==> config.mk <==
export PLATFORM = sky130hd
export DESIGN_NAME = tlb_lookup_lru_fill
export DESIGN_NICKNAME = d
export VERILOG_FILES = /design/src/tlb_lru_pkg.sv /design/src/tlb_lookup_lru_fill.sv
export SDC_FILE = /design/constraint.sdc
export NUM_CORES = 1
export LEC_CHECK = 0
export BUFFER_PORTS_ARGS = -buffer_cell sky130_fd_sc_hd__buf_2
export CORE_ASPECT_RATIO = 1.1
export CORE_UTILIZATION = 58
export DETAILED_ROUTE_END_ITERATION = 6
export PLACE_DENSITY = 0.77
export SYNTH_ARGS = -nofsm -noshare
export SYNTH_HDL_FRONTEND = slang
export SYNTH_SLANG_ARGS = --single-unit
==> constraint.sdc <==
create_clock -name clk -period 4.2 [get_ports clk]
set_clock_uncertainty 0.2 [all_clocks]
set_input_delay 0.84 -clock clk [delete_from_list [all_inputs] [get_ports clk]]
set_output_delay 0.84 -clock clk [all_outputs]
set_load 0.005 [all_outputs]
==> src/tlb_lru_pkg.sv <==
// ----------------------------------------------------------------------------
// tlb_lru_pkg: shared types and constants for the TLB lookup block
// Holds field widths, default geometry, the age limit and result status codes.
// ----------------------------------------------------------------------------
package tlb_lru_pkg;

    // default geometry
    localparam int TLB_ENTRIES_DEF = 4;
    localparam int OFFSET_BITS_DEF = 12;

    // fixed field widths
    localparam int ADDR_W  = 16;
    localparam int PPAGE_W = 4;
    localparam int AGE_W   = 2;
    localparam int STAT_W  = 2;

    // input and output stream data widths
    localparam int S_DATA_W = 24;
    localparam int M_DATA_W = 16;

    // saturating age limit, also the reset age
    localparam logic [AGE_W-1:0] AGE_MAX = 2'd3;

    // result status codes
    typedef enum logic [STAT_W-1:0] {
        STATUS_HIT   = 2'd0,
        STATUS_FILL  = 2'd1,
        STATUS_FAULT = 2'd2
    } status_t;

endpackage

==> src/tlb_lookup_lru_fill.sv <==
// ----------------------------------------------------------------------------
// tlb_lookup_lru_fill: fully associative TLB with oldest-entry refill
// Translates one virtual address per item, refilling from the carried page
// table entry on a miss and reporting a fault when that entry is invalid.
// ----------------------------------------------------------------------------
// Usage:
//   Input stream s_axis: one request item per handshake. tdata carries the
//   virtual address and the physical page of the page table entry, tuser
//   carries the page table entry valid flag.
//   Output stream m_axis: one result item per request, in request order.
//   tdata carries the physical address (zero on a fault), tuser the status
//   (hit, miss filled, fault).
//   An accepted item is held in the request register; then lookup, victim
//   choice and entry update run in a single combinational pass into the
//   result register, which drives m_axis_tvalid.
//   The block takes one item per cycle while the receiver does not stall;
//   the TLB entry update of one item is written at the same edge its
//   result is registered, so the next item sees it directly.
//   Reset clears all entries to invalid with age 3 and empties both stages.
//   When the receiver stalls, the result register holds its item and the
//   request register can still take one more item before s_axis_tready
//   drops.
// ----------------------------------------------------------------------------
module tlb_lookup_lru_fill #(
    parameter int TLB_ENTRIES = tlb_lru_pkg::TLB_ENTRIES_DEF,
    parameter int OFFSET_BITS = tlb_lru_pkg::OFFSET_BITS_DEF
) (
    input  logic                              clk,
    input  logic                              rst_n,
    input  logic                              s_axis_tvalid,
    output logic                              s_axis_tready,
    // [15:0] virt_addr, [19:16] pte_physical_page, [23:20] zero
    input  logic [tlb_lru_pkg::S_DATA_W-1:0]  s_axis_tdata,
    // [0] pte_valid
    input  logic                              s_axis_tuser,
    output logic                              m_axis_tvalid,
    input  logic                              m_axis_tready,
    // [15:0] phys_addr
    output logic [tlb_lru_pkg::M_DATA_W-1:0]  m_axis_tdata,
    // [1:0] status
    output logic [tlb_lru_pkg::STAT_W-1:0]    m_axis_tuser
);

    localparam int ADDR_W  = tlb_lru_pkg::ADDR_W;
    localparam int PPAGE_W = tlb_lru_pkg::PPAGE_W;
    localparam int AGE_W   = tlb_lru_pkg::AGE_W;
    localparam int PAGE_W  = ADDR_W - OFFSET_BITS;
    localparam int IDX_W   = $clog2(TLB_ENTRIES);
    localparam int EXT_W   = ADDR_W + PPAGE_W;

    // request register
    logic                   s1_valid_reg;
    logic [ADDR_W-1:0]      s1_va_reg;
    logic                   s1_pte_valid_reg;
    logic [PPAGE_W-1:0]     s1_pte_page_reg;

    // result register
    logic                   out_valid_reg;
    logic [ADDR_W-1:0]      out_pa_reg;
    tlb_lru_pkg::status_t   out_status_reg;
    logic [ADDR_W-1:0]      out_pa_next;
    tlb_lru_pkg::status_t   out_status_next;

    // tlb entries
    logic [TLB_ENTRIES-1:0] valid_reg;
    logic [TLB_ENTRIES-1:0] valid_next;
    logic [PAGE_W-1:0]      vpage_reg [TLB_ENTRIES];
    logic [PAGE_W-1:0]      vpage_next [TLB_ENTRIES];
    logic [PPAGE_W-1:0]     ppage_reg [TLB_ENTRIES];
    logic [PPAGE_W-1:0]     ppage_next [TLB_ENTRIES];
    logic [AGE_W-1:0]       age_reg [TLB_ENTRIES];
    logic [AGE_W-1:0]       age_next [TLB_ENTRIES];

    // lookup signals
    logic                   advance;
    logic [PAGE_W-1:0]      req_page;
    logic [OFFSET_BITS-1:0] req_offset;
    logic [TLB_ENTRIES-1:0] hit_vec;
    logic                   hit;
    logic [IDX_W-1:0]       hit_idx;
    logic [AGE_W-1:0]       oldest_age;
    logic [IDX_W-1:0]       victim_idx;
    logic [IDX_W-1:0]       use_idx;
    logic                   do_update;
    logic [PPAGE_W-1:0]     ppage_sel;
    logic [EXT_W-1:0]       pa_ext;

    // handshake: result stage moves when empty or being drained
    assign advance       = !out_valid_reg || m_axis_tready;
    assign s_axis_tready = !s1_valid_reg || advance;

    assign req_page   = s1_va_reg[ADDR_W-1:OFFSET_BITS];
    assign req_offset = s1_va_reg[OFFSET_BITS-1:0];

    // tag compare and lowest matching index
    always_comb
    begin
        hit_idx = '0;
        for (int i = 0; i < TLB_ENTRIES; i++)
        begin
            hit_vec[i] = valid_reg[i] && (vpage_reg[i] == req_page);
        end
        for (int i = TLB_ENTRIES - 1; i >= 0; i--)
        begin
            if (hit_vec[i])
            begin
                hit_idx = IDX_W'(i);
            end
        end
        hit = |hit_vec;
    end

    // victim: greatest age, lowest index on ties
    always_comb
    begin
        logic [(1 << AGE_W)-1:0] age_seen;
        age_seen   = '0;
        oldest_age = '0;
        victim_idx = '0;
        for (int i = 0; i < TLB_ENTRIES; i++)
        begin
            age_seen[age_reg[i]] = 1'b1;
        end
        for (int a = 0; a < (1 << AGE_W); a++)
        begin
            if (age_seen[a])
            begin
                oldest_age = AGE_W'(a);
            end
        end
        for (int i = TLB_ENTRIES - 1; i >= 0; i--)
        begin
            if (age_reg[i] == oldest_age)
            begin
                victim_idx = IDX_W'(i);
            end
        end
    end

    assign use_idx   = hit ? hit_idx : victim_idx;
    assign do_update = s1_valid_reg && advance && (hit || s1_pte_valid_reg);
    assign ppage_sel = hit ? ppage_reg[hit_idx] : s1_pte_page_reg;
    assign pa_ext    = EXT_W'({ppage_sel, req_offset});

    // result formation
    always_comb
    begin
        if (hit)
        begin
            out_status_next = tlb_lru_pkg::STATUS_HIT;
            out_pa_next     = pa_ext[ADDR_W-1:0];
        end
        else if (s1_pte_valid_reg)
        begin
            out_status_next = tlb_lru_pkg::STATUS_FILL;
            out_pa_next     = pa_ext[ADDR_W-1:0];
        end
        else
        begin
            out_status_next = tlb_lru_pkg::STATUS_FAULT;
            out_pa_next     = '0;
        end
    end

    // entry fill and aging
    always_comb
    begin
        valid_next = valid_reg;
        for (int i = 0; i < TLB_ENTRIES; i++)
        begin
            vpage_next[i] = vpage_reg[i];
            ppage_next[i] = ppage_reg[i];
            age_next[i]   = age_reg[i];
            if (do_update)
            begin
                if (IDX_W'(i) == use_idx)
                begin
                    age_next[i] = '0;
                    if (!hit)
                    begin
                        valid_next[i] = 1'b1;
                        vpage_next[i] = req_page;
                        ppage_next[i] = s1_pte_page_reg;
                    end
                end
                else if (age_reg[i] != tlb_lru_pkg::AGE_MAX)
                begin
                    age_next[i] = age_reg[i] + AGE_W'(1);
                end
            end
        end
    end

    // entry state
    always_ff @(posedge clk or negedge rst_n)
    begin
        if (!rst_n)
        begin
            valid_reg <= '0;
            for (int i = 0; i < TLB_ENTRIES; i++)
            begin
                vpage_reg[i] <= '0;
                ppage_reg[i] <= '0;
                age_reg[i]   <= tlb_lru_pkg::AGE_MAX;
            end
        end
        else
        begin
            valid_reg <= valid_next;
            for (int i = 0; i < TLB_ENTRIES; i++)
            begin
                vpage_reg[i] <= vpage_next[i];
                ppage_reg[i] <= ppage_next[i];
                age_reg[i]   <= age_next[i];
            end
        end
    end

    // stage valid flags
    always_ff @(posedge clk or negedge rst_n)
    begin
        if (!rst_n)
        begin
            s1_valid_reg  <= 1'b0;
            out_valid_reg <= 1'b0;
        end
        else
        begin
            if (s_axis_tready)
            begin
                s1_valid_reg <= s_axis_tvalid;
            end
            if (advance)
            begin
                out_valid_reg <= s1_valid_reg;
            end
        end
    end

    // request and result payload
    always_ff @(posedge clk)
    begin
        if (s_axis_tready && s_axis_tvalid)
        begin
            s1_va_reg        <= s_axis_tdata[ADDR_W-1:0];
            s1_pte_page_reg  <= s_axis_tdata[ADDR_W +: PPAGE_W];
            s1_pte_valid_reg <= s_axis_tuser;
        end
        if (advance && s1_valid_reg)
        begin
            out_pa_reg     <= out_pa_next;
            out_status_reg <= out_status_next;
        end
    end

    assign m_axis_tvalid = out_valid_reg;
    assign m_axis_tdata  = out_pa_reg;
    assign m_axis_tuser  = out_status_reg;

endmodule

==> metrics.yaml, run 1 <==
status: "finished, final reports clean"
max_stage_delay_ns: 0.62
tns_ns: 0
die_h_um: 90.2
grt_pass1_vias: 2326
antenna_found_initial: 0
ir_worst_vdd_mv: 0.440
rows: 31
dp.final_hpwl_um: 4910
maxCapViolations: 0
die_x_um: 82.2
syn_nets: 327
clock-sinks: 85
gp_congestion: 0.760
initial_core_util: 0.611
syn_area_per_cell_um2: 14.3
syn2layout_area_growth_pct: 11.7
setup_viol: 0
cts_resized: 0
min_path_type: "flip-flop to flip-flop"
grt_pass1_wl_um: 11600
die_area_mm2: 0.00741
cts-root-buf: "clkbuf_8"
drive_gt1_frac: 0.330
drt-vias-per-instance: 5.55
drtPass1Iterations: 5
path_clk_slew_ns: 0.10
power_density_mw_per_mm2: 769
grt_overflow: 0
ys.warnings.count: 0
yosysMostFrequentCell: "edfxtp_1"
cts-buffers-inserted: 9
multi_input_comb_area_mm2: 0.00164
n_antenna_cell: 0
syn_inst: 286
fmax_ghz: 0.276
synthFlopType: "edfxtp_1"
regArea_mm2: 0.00233
nets: 375
vias: 2338
synth-seq-cells: 85
slew_viol_final: 0
crit_type: "flip-flop to flip-flop"
post-cts-setup-buffer-count: 0
async_flop_share: 0.541
yosysTopAreaCell: "edfxtp_1"
worstSetupEndpointType: "flip-flop"
pre_cts_ws_ns: 0.592
synthTopCellsByArea: "edfxtp_1 (29%), dfrtp_1 (23%), mux2_4 (8.1%)"
htree_levels: 3
drcViolationCount: 0
max_slew.worst_pin.slew_ns: 1.03
worst_slack_ns: 0.574
layout_min_cycle_time_ns: 3.63
fin_crit_sh: 0.863
grt_max_degree: 47
avgRoutedWirePerCell_um: 16.6
ys_seq_area_frac: 0.569
crit_path_cell_trace: "inv_1 > ha_1 > or4_1 > nor3_1 > a211oi_2 > o31ai_1 > a32oi_2 > nand3b_4 > nor2_8 > mux2_4"
finalHoldViolations: 0
rsz0062_at_grt: "no"
cts_tree: "done"
p_leak_nw: 1.97
portBuffers: 44
cts.path.max_buffers: 2
boundaryPins: 49
num-fill-cells: 479
grt_use_total: 0.213
synth.cell_area_mm2: 0.00410
synth_top_area_frac: 0.286
startpoint_type: "flip-flop"
worstPathRequired_ns: 4.24
synth_edf_count: 39
ctsHoldBuffers: 0
crit_slowest_cell: "or4_1"
slew-limit-headroom: 0.311
clkLatencyLatePin_ns: 0.37
ys_types: 52
critPathArrivalTime_ns: 3.67
wl_um: 7000
synthTopCellsByCount: "edfxtp_1 (39), dfrtp_1 (38), mux2_4 (22)"
path_max_fanout: 9
ant_nets: 0
coreArea_mm2: 0.00671
drt_iter0_markers: 122
==> cells in the final DEF (no fill, tap or decap), types with 4 or more instances in the layout <==
| cell type | n |
|---|---|
| mux2i_1 | 13 |
| or2_1 | 4 |
| nand2b_1 | 5 |
| inv_1 | 15 |
| nor2b_1 | 14 |
| xor2_1 | 9 |
| ha_1 | 12 |
| mux2_4 | 22 |
| mux2_1 | 8 |
| edfxtp_1 | 39 |
| dfrtp_1 | 38 |
| nand2_1 | 11 |
| nand3b_1 | 5 |
| a21oi_1 | 6 |
| o22ai_1 | 5 |
| clkbuf_8 | 9 |
| dfstp_2 | 8 |
| nor2_8 | 4 |
| buf_2 | 44 |
| o221ai_1 | 4 |
| and2_1 | 4 |
| xnor2_1 | 7 |
| nor4_1 | 6 |
==> final cells by class <==
class | instances | area share
flip-flops and latches | 85 | 0.509
multi-input cells | 177 | 0.359
repair buffers | 46 | 0.0514
clock buffers | 9 | 0.0270
well taps | 82 | 0.0224
clock inverters | 7 | 0.0188
inverters | 15 | 0.0123
==> power breakdown <==
group / leakage (nW) / internal [mW] / switching (mW)
sequential: 0.919 / 1.18 / 0.181
clock: 0.105 / 0.289 / 0.326
combinational: 0.943 / 0.739 / 0.805
==> logic make-up after synthesis <==
logic type,synth area share
xor+xnor,0.0342
simple gates,0.143
fa+ha+maj,0.0366
mux,0.134
buf+inv,0.0302
flops,0.569
compound gates,0.0528
==> final timing paths <==
check / from / to / slack [ns] / depth (start not counted)
setup / recovery: age_reg[4] / vpage_reg[10] / 0.57 / 10
hold / removal: valid_reg[3] / valid_reg[3] / 0.28 / 1
setup reg to reg: age_reg[4] / vpage_reg[10] / 0.57 / 10
hold reg to reg: valid_reg[3] / valid_reg[3] / 0.28 / 1
max in group asynchronous: rst_n / vpage_reg[1] / 2.71 / 1
min in group asynchronous: rst_n / ppage_reg[14] / 0.45 / 1
==> metal layers <==
| metal | up-vias | routed length (µm) | track usage |
|---|---|---|---|
| li1 | 1129 | - | - |
| met1 | 1154 | 3170 | 0.278 |
| met2 | 49 | 3530 | 0.335 |
| met3 | 6 | 246 | 0.0518 |
| met4 | 0 | 57 | 0.0833 |
| met5 | - | 0 | 0 |
==> through the flow <==
stage / hold slack [ns] / instances / utilization / total power, mW / instance area (µm²)
2_1_floorplan: 0.224 / 286 / - / 2.64 / 4100
3_3_place_gp: 0.241 / 405 / 0.651 / 2.85 / 4370
3_5_place_dp: 0.251 / 405 / 0.651 / 2.93 / 4370
4_1_cts: 0.275 / 421 / 0.683 / 3.55 / 4580
5_1_grt: 0.289 / 421 / 0.683 / 3.74 / 4580
6_report: 0.276 / 421 / 0.683 / 3.52 / 4580
==> worst max-delay path, delay by kind of cell (launching register included) <==
kind,cells,cell delay [ns]
DFF,1,0.60
buffers and inverters,1,0.09
AOI/OAI and AO/OA,3,0.69
muxes,1,0.33
and+or+nand+nor,4,1.38
adders and majority gates,1,0.22
Note: power is estimated with default switching activity, not from simulation.
==> run 2, diff against run 1 <==
--- a/config.mk
+++ b/config.mk
@@ -5,6 +5,7 @@
 export SDC_FILE = /design/constraint.sdc
 export NUM_CORES = 1
 export LEC_CHECK = 0
+export ABC_AREA = 1
 export BUFFER_PORTS_ARGS = -buffer_cell sky130_fd_sc_hd__buf_2
 export CORE_ASPECT_RATIO = 1.1
 export CORE_UTILIZATION = 58
==> run 2 against run 1 <==
Cell count grew 35%. Register-to-register slack improved by 0.74 ns. Synthesized area is 0.61% higher. Total power fell by 5.8%. First-iteration DRC count increased by 3.3%. Global-route usage is 0.63 points higher. Worst setup slack better by 0.74 ns. Routed wire length up 5.2%. Clock power down 6.5%. Critical path type unchanged. Critical endpoint is now ppage_reg[10]. Largest power group unchanged.
==> metrics.yaml, run 2 <==
status: "finished, final reports clean"
syn2layout_area_growth_pct: 10.9
drtPass1Iterations: 4
vias: 2936
clkLatencyLatePin_ns: 0.36
setup_viol: 0
slew_viol_final: 0
drive_gt1_frac: 0.224
fmax_ghz: 0.346
initial_core_util: 0.615
cts-root-buf: "clkbuf_8"
ir_worst_vdd_mv: 0.553
dp.final_hpwl_um: 5120
crit_type: "flip-flop to flip-flop"
layout_common_cells: "nand2_1 (136), inv_1 (52), buf_2 (44)"
async_flop_share: 0.541
grt_pass1_vias: 2806
syn_inst: 434
cts-buffers-inserted: 9
antenna_found_initial: 0
ys.warnings.count: 0
yosysTopAreaCell: "edfxtp_1"
r2r_start: "age_reg[4]"
synthTopCellsByCount: "nand2_1 (136), inv_1 (52), edfxtp_1 (39)"
ant_nets: 0
clock-sinks: 85
instances_no_fill: 569
synth.cell_area_mm2: 0.00413
syn_nets: 475
syn_area_per_cell_um2: 9.51
synth-seq-cells: 85
synth_top_area_frac: 0.284
synthTopCellsByArea: "edfxtp_1 (28%), dfrtp_1 (23%), nand2_1 (12%)"
crit_top_cell: "nand2_1"
synth_edf_count: 39
cts.path.max_buffers: 2
nets: 523
ys_types: 28
drcViolationCount: 0
avgRoutedWirePerCell_um: 12.9
dp_cells: 553
min_from: "valid_reg[0]"
worstPathRequired_ns: 4.23
synth_xor_xnor_area_share: 0.00637
stdcell_area_mm2: 0.00458
critPathArrivalTime_ns: 2.92
drt-vias-per-instance: 5.16
grt_overflow: 0
wl_um: 7370
layout_min_cycle_time_ns: 2.89
fin_crit_sh: 0.688
power_mw: 3.32
max_slew.worst_pin.slew_ns: 1.02
finalHoldViolations: 0
startpoint_type: "flip-flop"
crit_path_cell_trace: "inv_1 > ha_1 > nor2_1 > nand2_1 > inv_1 > nand2_1 > nand2_1 > nand2_1 > nand3_1 > inv_1 > nor2_4 > nand2_2 > nand2_4 > nand3_4 > nand2_1 > o21ai_2"
r2r_slack_ns: 1.31
htree_levels: 3
die_x_um: 82.4
gp_congestion: 0.830
n_antenna_cell: 0
path_clk_slew_ns: 0.08
num-fill-cells: 539
yosys.area_share.simple: 0.241
worstSetupEndpointType: "flip-flop"
ctsHoldBuffers: 0
grt_use_total: 0.219
boundaryPins: 49
maxCapViolations: 0
slew-limit-headroom: 0.322
max_stage_delay_ns: 0.58
path_max_fanout: 17
min_path_type: "flip-flop to flip-flop"
portBuffers: 44
rsz0062_at_grt: "no"
r2r-end: "ppage_reg[10]"
p_leak_nw: 2.22
dpl_cell_area_mm2: 0.00438
tns_ns: 0
drt_iter0_markers: 126
synthAdderAreaFrac: 0.0364
cts_tree: "done"
power_density_mw_per_mm2: 725
hold_path_depth: 2
reg2regPathDepth: 16
crit_slowest_cell: "dfstp_2"
grt_pass1_wl_um: 12200
die_area_mm2: 0.00745
synth_top_family_by_area: "simple AND/OR/NAND/NOR gates"
rows: 31
ys_seq_area_frac: 0.565
cts_resized: 0
coreArea_mm2: 0.00671
finalCoreUtilization: 0.682
yosysMostFrequentCell: "nand2_1"
min_to: "valid_reg[0]"
synth_compound_area_frac: 0.0779
muxShareOfSynthArea: 0
post-cts-setup-buffer-count: 0
synthFlopType: "edfxtp_1"
die_h_um: 90.5
grt_max_degree: 47
final_common_cell: "nand2_1"
[run 2: cell count changes in the layout (fill, tap and decap cells not counted), sizes merged, moves of 8 or more]
cell,change
inv,+41
mux2,-30
mux2i,-13
nand2,+131
nand3,+27
nor2,+30
nor2b,-14
nor4,-10
o21ai,+45
xor2,-8
[run 2: metrics by stage]
step                setup slack, ns  hold WS (ns)
floorplan                      1.72         0.227
CTS                            1.33         0.271
global route                   1.06         0.281
finish                         1.31         0.268
detailed placement             1.37         0.249
global placement               1.40         0.248
[run 2: cells by family (layout without fill, tap and decap cells)]
| kind of cell | Yosys count | after routing |
|---|---|---|
| xor+xnor | 3 | 3 |
| simple gates | 217 | 217 |
| buf+inv | 67 | 120 |
| fa+ha+maj | 12 | 12 |
| compound gates | 50 | 50 |
| flops | 85 | 85 |
[run 2: cell type report]
| class | count | area (µm²) | area share |
|---|---|---|---|
| sequential | 85 | 2330 | 0.510 |
| multi-input combinational | 282 | 1490 | 0.326 |
| timing repair buffer | 45 | 228 | 0.0498 |
| inverter | 59 | 224 | 0.0489 |
| clock buffer | 10 | 128 | 0.0279 |
| tap | 82 | 103 | 0.0224 |
| clock inverter | 6 | 70.1 | 0.0153 |
[run 2: critical path: cells and delay by family, from the launching register on]
| family | cells | cell delay [ns] |
|---|---|---|
| AND/OR/NAND/NOR | 11 | 1.48 |
| adder cells (fa/ha/maj) | 1 | 0.20 |
| flip-flops | 1 | 0.58 |
| AO/OA/AOI/OAI | 1 | 0.07 |
| buffers and inverters | 3 | 0.25 |
[run 2: layer usage]
metal  vias to the layer above  global-route usage  wire length, µm
met5                         -                   0                0
met4                         0              0.0965              167
met3                        16              0.0566              284
met2                        61               0.351             3590
met1                      1368               0.275             3330
li1                       1491                   -                -
[run 2: how the worst max path moves through the flow]
stage,startpoint,to,slack (ns)
4_1_cts,age_reg[4],ppage_reg[10],1.33
6_report,age_reg[4],ppage_reg[10],1.31
2_1_floorplan,age_reg[2],vpage_reg[10],1.72
5_1_grt,age_reg[4],ppage_reg[10],1.06
3_5_place_dp,age_reg[4],vpage_reg[11],1.37
3_3_place_gp,age_reg[4],vpage_reg[11],1.40
[run 2: power by group]
part | switching, mW | total (mW) | internal (mW)
combinational | 0.969 | 1.45 | 0.486
sequential | 0.144 | 1.29 | 1.14
clock | 0.296 | 0.575 | 0.279
total | 1.41 | 3.32 | 1.91
